**config.mk**
```make
export PLATFORM = sky130hd
export DESIGN_NAME = dahdsr_seg
export DESIGN_NICKNAME = d
export VERILOG_FILES = /design/src/rtl/core/dahdsr_pkg.sv /design/src/rtl/core/dahdsr_seg.sv
export SDC_FILE = /design/constraint.sdc
export NUM_CORES = 2
export LEC_CHECK = 0
export BUFFER_PORTS_ARGS = -buffer_cell sky130_fd_sc_hd__buf_2
export CAP_MARGIN = 0
export CORE_UTILIZATION = 45
export DETAILED_ROUTE_END_ITERATION = 7
export GPL_TIMING_DRIVEN = 0
export PLACE_DENSITY = 0.6
export SLEW_MARGIN = 20
export SYNTH_ARGS = -nofsm -noshare
export SYNTH_HDL_FRONTEND = slang
export SYNTH_SLANG_ARGS = --single-unit
```
**constraint.sdc**
```tcl
create_clock -name clk -period 14.3 [get_ports clk]
set_input_delay 2.86 -clock clk [delete_from_list [all_inputs] [get_ports clk]]
set_output_delay 2.86 -clock clk [all_outputs]
set_load 0.03 [all_outputs]
```
**src/rtl/core/dahdsr_pkg.sv**
```systemverilog
// Shared widths, defaults, register indices and the config and divider item types for the DAHDSR envelope level block.
`timescale 1ns / 1ps
package dahdsr_pkg;
    localparam int SAMPLE_RATE_DEF = 48000;
    localparam int END_LEVEL_DEF   = 0;
    localparam int LVL_W  = 16;
    localparam int IDX_W  = 32;
    localparam int CFG_IW = 4;
    localparam int NREGS  = 8;
    localparam int SUM_W  = 18;
    localparam int TW     = 42;
    localparam int EW     = 36;
    localparam int RW     = 52;
    localparam int QW     = 16;

    localparam logic [CFG_IW-1:0] REG_INIT    = 4'd0;
    localparam logic [CFG_IW-1:0] REG_DELAY   = 4'd1;
    localparam logic [CFG_IW-1:0] REG_ATTACK  = 4'd2;
    localparam logic [CFG_IW-1:0] REG_PEAK    = 4'd3;
    localparam logic [CFG_IW-1:0] REG_HOLD    = 4'd4;
    localparam logic [CFG_IW-1:0] REG_DECAY   = 4'd5;
    localparam logic [CFG_IW-1:0] REG_SUSTAIN = 4'd6;
    localparam logic [CFG_IW-1:0] REG_RELEASE = 4'd7;

    typedef struct packed {
        logic [LVL_W-1:0] initial_level;
        logic [LVL_W-1:0] delay_ms;
        logic [LVL_W-1:0] attack_ms;
        logic [LVL_W-1:0] peak_level;
        logic [LVL_W-1:0] hold_ms;
        logic [LVL_W-1:0] decay_ms;
        logic [LVL_W-1:0] sustain_level;
        logic [LVL_W-1:0] release_ms;
    } cfg_t;

    typedef struct packed {
        logic             valid;
        logic [LVL_W-1:0] base;
        logic             down;
        logic             fin;
        logic [RW-1:0]    rem;
        logic [EW-1:0]    den;
        logic [QW-1:0]    quo;
    } div_item_t;
endpackage

```
**src/rtl/core/dahdsr_seg.sv**
```systemverilog
// Time scaling, segment selection and ramp product stages.
`timescale 1ns / 1ps
module dahdsr_seg #(
    parameter int SAMPLE_RATE = dahdsr_pkg::SAMPLE_RATE_DEF,
    parameter int END_LEVEL   = dahdsr_pkg::END_LEVEL_DEF
) (
    input  logic                              clk,
    input  logic                              rst_n,
    input  logic                              in_valid,
    input  logic [dahdsr_pkg::IDX_W-1:0]      sample_index,
    input  logic                              active_phase,
    input  dahdsr_pkg::cfg_t                  cfg,
    output dahdsr_pkg::div_item_t             item
);
    import dahdsr_pkg::*;

    localparam logic [LVL_W-1:0] END_LVL = LVL_W'(END_LEVEL);

    logic            v1_reg, v2_reg, v3_reg;
    logic            act1_reg;
    logic [TW-1:0]   t1_reg;
    logic [EW-1:0]   e_dly_reg, e_att_reg, e_hold_reg, e_dec_reg;
    logic [EW-1:0]   sp_att_reg, sp_dec_reg, sp_rel_reg;

    logic [SUM_W-1:0] s_att, s_hold, s_dec;
    logic [LVL_W-1:0] a_next, b_next;
    logic [TW-1:0]    el_wide;
    logic [EW-1:0]    sp_next;
    logic             ramp_next, fin_next;

    logic [LVL_W-1:0] base2_reg, diff2_reg;
    logic             down2_reg, fin2_reg;
    logic [EW-1:0]    el2_reg, sp2_reg;

    logic [LVL_W-1:0] base3_reg;
    logic             down3_reg, fin3_reg;
    logic [RW-1:0]    prod3_reg;
    logic [EW-1:0]    sp3_reg;

    assign s_att  = SUM_W'(cfg.delay_ms) + SUM_W'(cfg.attack_ms);
    assign s_hold = s_att + SUM_W'(cfg.hold_ms);
    assign s_dec  = s_hold + SUM_W'(cfg.decay_ms);

    always_ff @(posedge clk or negedge rst_n)
    begin
        if (!rst_n)
        begin
            v1_reg <= 1'b0;
            v2_reg <= 1'b0;
            v3_reg <= 1'b0;
        end
        else
        begin
            v1_reg <= in_valid;
            v2_reg <= v1_reg;
            v3_reg <= v2_reg;
        end
    end

    always_ff @(posedge clk)
    begin
        act1_reg   <= active_phase;
        t1_reg     <= TW'(sample_index) * TW'(1000);
        e_dly_reg  <= EW'(cfg.delay_ms) * EW'(SAMPLE_RATE);
        e_att_reg  <= EW'(s_att) * EW'(SAMPLE_RATE);
        e_hold_reg <= EW'(s_hold) * EW'(SAMPLE_RATE);
        e_dec_reg  <= EW'(s_dec) * EW'(SAMPLE_RATE);
        sp_att_reg <= EW'(cfg.attack_ms) * EW'(SAMPLE_RATE);
        sp_dec_reg <= EW'(cfg.decay_ms) * EW'(SAMPLE_RATE);
        sp_rel_reg <= EW'(cfg.release_ms) * EW'(SAMPLE_RATE);
    end

    always_comb
    begin
        a_next    = cfg.sustain_level;
        b_next    = cfg.sustain_level;
        el_wide   = '0;
        sp_next   = EW'(1);
        ramp_next = 1'b0;
        fin_next  = 1'b0;
        if (act1_reg)
        begin
            if (t1_reg <= TW'(e_dly_reg))
            begin
                a_next = cfg.initial_level;
            end
            else if (t1_reg <= TW'(e_att_reg))
            begin
                a_next    = cfg.initial_level;
                b_next    = cfg.peak_level;
                el_wide   = t1_reg - TW'(e_dly_reg);
                sp_next   = sp_att_reg;
                ramp_next = 1'b1;
            end
            else if (t1_reg <= TW'(e_hold_reg))
            begin
                a_next = cfg.peak_level;
            end
            else if (t1_reg <= TW'(e_dec_reg))
            begin
                a_next    = cfg.peak_level;
                b_next    = cfg.sustain_level;
                el_wide   = t1_reg - TW'(e_hold_reg);
                sp_next   = sp_dec_reg;
                ramp_next = 1'b1;
            end
        end
        else if (t1_reg <= TW'(sp_rel_reg))
        begin
            if (sp_rel_reg != '0)
            begin
                b_next    = END_LVL;
                el_wide   = t1_reg;
                sp_next   = sp_rel_reg;
                ramp_next = 1'b1;
            end
        end
        else
        begin
            a_next   = END_LVL;
            fin_next = 1'b1;
        end
    end

    always_ff @(posedge clk)
    begin
        base2_reg <= a_next;
        down2_reg <= (b_next < a_next);
        diff2_reg <= !ramp_next ? '0 : (b_next < a_next) ? a_next - b_next : b_next - a_next;
        el2_reg   <= EW'(el_wide);
        sp2_reg   <= sp_next;
        fin2_reg  <= fin_next;
    end

    always_ff @(posedge clk)
    begin
        base3_reg <= base2_reg;
        down3_reg <= down2_reg;
        fin3_reg  <= fin2_reg;
        sp3_reg   <= sp2_reg;
        prod3_reg <= RW'(diff2_reg) * RW'(el2_reg);
    end

    always_comb
    begin
        item       = '0;
        item.valid = v3_reg;
        item.base  = base3_reg;
        item.down  = down3_reg;
        item.fin   = fin3_reg;
        item.rem   = prod3_reg;
        item.den   = sp3_reg;
        item.quo   = '0;
    end
endmodule

```
==> flow_summary.yaml <==
setup_path:
  path_class: "primary input to register"
  crit_start: "cfg[97]"
  cp-end-kind: "register"
  cp_data_required_time_ns: 14.86
  r2r.worst_path.cells: 23
  timing.rr.end: "prod3_reg[51]$_DFF_P_"
  slowest_stage: "xor2_1"
  worst_setup_path_start_kind: "primary input"
  cp_data_arrival_time_ns: 13.45
  rrSetupSlack_ns: 6.23
  timing.rr.start: "diff2_reg[1]$_SDFF_PN0_"
  critical-path-top-cell-by-count: "ha_1"
  slowest_delay_ns: 0.84
  path_max_fanout: 10
synth:
  synth_area_leader_cell: "fa_1"
  ys_warn_count: 0
  ys_async_sr_fraction: 0.007335
  yosysMostFrequentCell: "inv_1"
  ys_ff_latch: 409
  postSynthCellCount: 6620
  netlist.area_leader.share: 0.3350
  synthTopCellsByArea: "fa_1 34%, ha_1 18%, dfxtp_1 13%"
  synthesis.area_um2: 62920
  synthTopCellsByCount: "1350 x inv_1, 1053 x fa_1, 920 x ha_1"
  synth-main-ff-cell: "dfxtp_1"
  synth.avg_cell_area_um2: 9.505
  synth_cell_types: 90
  synth_edf_count: 0
  ys_seq_area_frac: 0.1304
outcome:
  status: "complete, no violations"
timing:
  rsz0062_at_grt: "false"
  slew_violations: 0
  setup_viol: 0
  tightest_slew_ns: 1.096
  slew_headroom: 0.2649
  fin_crit_ns: 12.89
  fmax_ghz: 0.07760
  fin_crit_sh: 0.9012
  hold_violations: 0
  final.setup_skew_ns: 0.09360
  tns_ns: 0
clock_network:
  cts_setup_buffers: 0
  cts_tree: "built"
  clk_path_buf_depth: 3
  hold_buffers: 0
  clkSinkCount: 409
  root_buffer: "clkbuf_16"
  clk_pin_slew_ns: 0.06
  clk-insertion-delay-late_ns: 0.69
  numCtsBuffers: 52
  cts_resized: 0
  cts-htree-levels: 2
placed_design:
  place_inst: 8770
  place_congestion: 0.9957
  hpwl_um: 149300
  portBuffers: 257
hold_path:
  hold_start: "v1_reg$_DFF_PN0_"
  min_path_type: "register to register"
  hold-path-cell-count: 0
  whs_endpoint: "v2_reg$_DFF_PN0_"
grt:
  grtUsageTotal: 0.2529
  grt_antenna_before_repair: 22
  grt-ovfl-total: 0
  grt_pass1_vias: 48590
  grt_pass1_wl_um: 276400
  grt_max_degree: 18
routing:
  vias: 46420
  drt-wirelength-per-cell_um: 19.66
  drt_iter0_drc: 2718
  ant_nets: 0
  wl_um: 174700
  drc: 0
  avgViaCountPerCell: 5.223
  firstDrtPassIters: 7
floorplan:
  dieWidth_um: 375.9
  die_area_um2: 141300
  io_pins: 287
  initial_core_util: 0.4554
  coreArea_um2: 138200
  num_rows: 136
  die_h_um: 375.9
run:
  cap_violations: 0
finish:
  drive_gt1_frac: 0.06552
  fin_cells: 8888
  largest_reg_flops: 49
  synthToLayoutAreaGrowth_pct: 9.091
  fin_nets: 9098
==> logic make-up after synthesis <==
group	after synthesis	share of synthesized area
buffers and inverters	1517	0.09344
multiplexers	40	0.006403
AO/OA/AOI/OAI	1028	0.1077
adder cells (fa/ha/maj)	1973	0.5180
flip-flops	409	0.1304
XOR/XNOR	297	0.04146
other	1	0.00005960
AND/OR/NAND/NOR	1355	0.1026
==> routing by layer <==
metal | GRT usage | part of all wire
met4 | 0.09958 | 0.044
met5 | 0 | 0.00053
met3 | 0.03021 | 0.049
met2 | 0.4334 | 0.48
met1 | 0.3244 | 0.42
==> critical path, delay by kind of cell <==
kind                       cells  cell delay (ns)
AOI/OAI and AO/OA             12             2.99
adders and majority gates      8             3.14
xor gates and xnor gates       6             2.97
buffers and inverters          5             0.45
and+or+nand+nor                9             1.02
==> how the worst max path moves through the flow <==
stage	cells after the start	endpoint	slack (ns)
2_1_floorplan	40	e_dec_reg[33]$_DFF_P_	2.65
3_3_place_gp	40	e_dec_reg[33]$_DFF_P_	0.63
3_5_place_dp	40	e_dec_reg[33]$_DFF_P_	0.58
4_1_cts	40	e_dec_reg[33]$_DFF_P_	1.26
5_1_grt	40	e_dec_reg[33]$_DFF_P_	0.64
6_report	40	e_dec_reg[33]$_DFF_P_	1.41
==> cells in the final DEF (no fill, tap or decap), types with 12 or more instances in the layout <==
cell type     n
clkbuf_1    116
and3_1       40
a21oi_1     289
fa_1       1053
or2_2        13
o21bai_1     46
xor2_1       86
a211oi_1     26
nor2_1      224
diode_2      20
nand3_1      81
buf_4        37
o211ai_1     23
ha_1        920
nand4_1      34
inv_1      1350
nor4_1       15
o21ai_0     185
clkbuf_16    52
a21o_1      149
dfxtp_1     406
o21a_1       49
nand2b_1     43
and2_1      183
nor2b_1      49
o31ai_1      19
a2111oi_0    12
conb_1       30
a31oi_1      29
nor3_1       73
nand2_1     547
o22ai_1      20
o2bb2ai_1    12
a221o_1      30
mux2i_1      38
buf_2       273
or3_1        20
xnor2_1     206
==> per-stage QoR <==
stage,worst slack (ns),util,hold slack [ns],area (µm²)
after floorplan,2.653,-,0.3096,63030
after global placement,0.6345,0.4824,0.3116,66650
after detailed placement,0.5780,0.4826,0.3121,66680
after CTS,1.256,0.4963,0.2698,68580
after global routing,0.6417,0.4966,0.2945,68620
final,1.413,0.4968,0.2726,68640
==> final cells by class <==
type / count / area (µm²)
fill: 13090 / 69530
multi-input combinational: 4723 / 48990
sequential: 409 / 8203
inverter: 1351 / 5071
tap: 1863 / 2331
clock buffer: 65 / 1420
timing repair buffer: 258 / 1294
buffer: 166 / 808.3
clock inverter: 33 / 475.5
antenna: 20 / 50.05
Power is not shown: default switching activity piles up to over one toggle a cycle in this logic, so the estimate is an artifact.
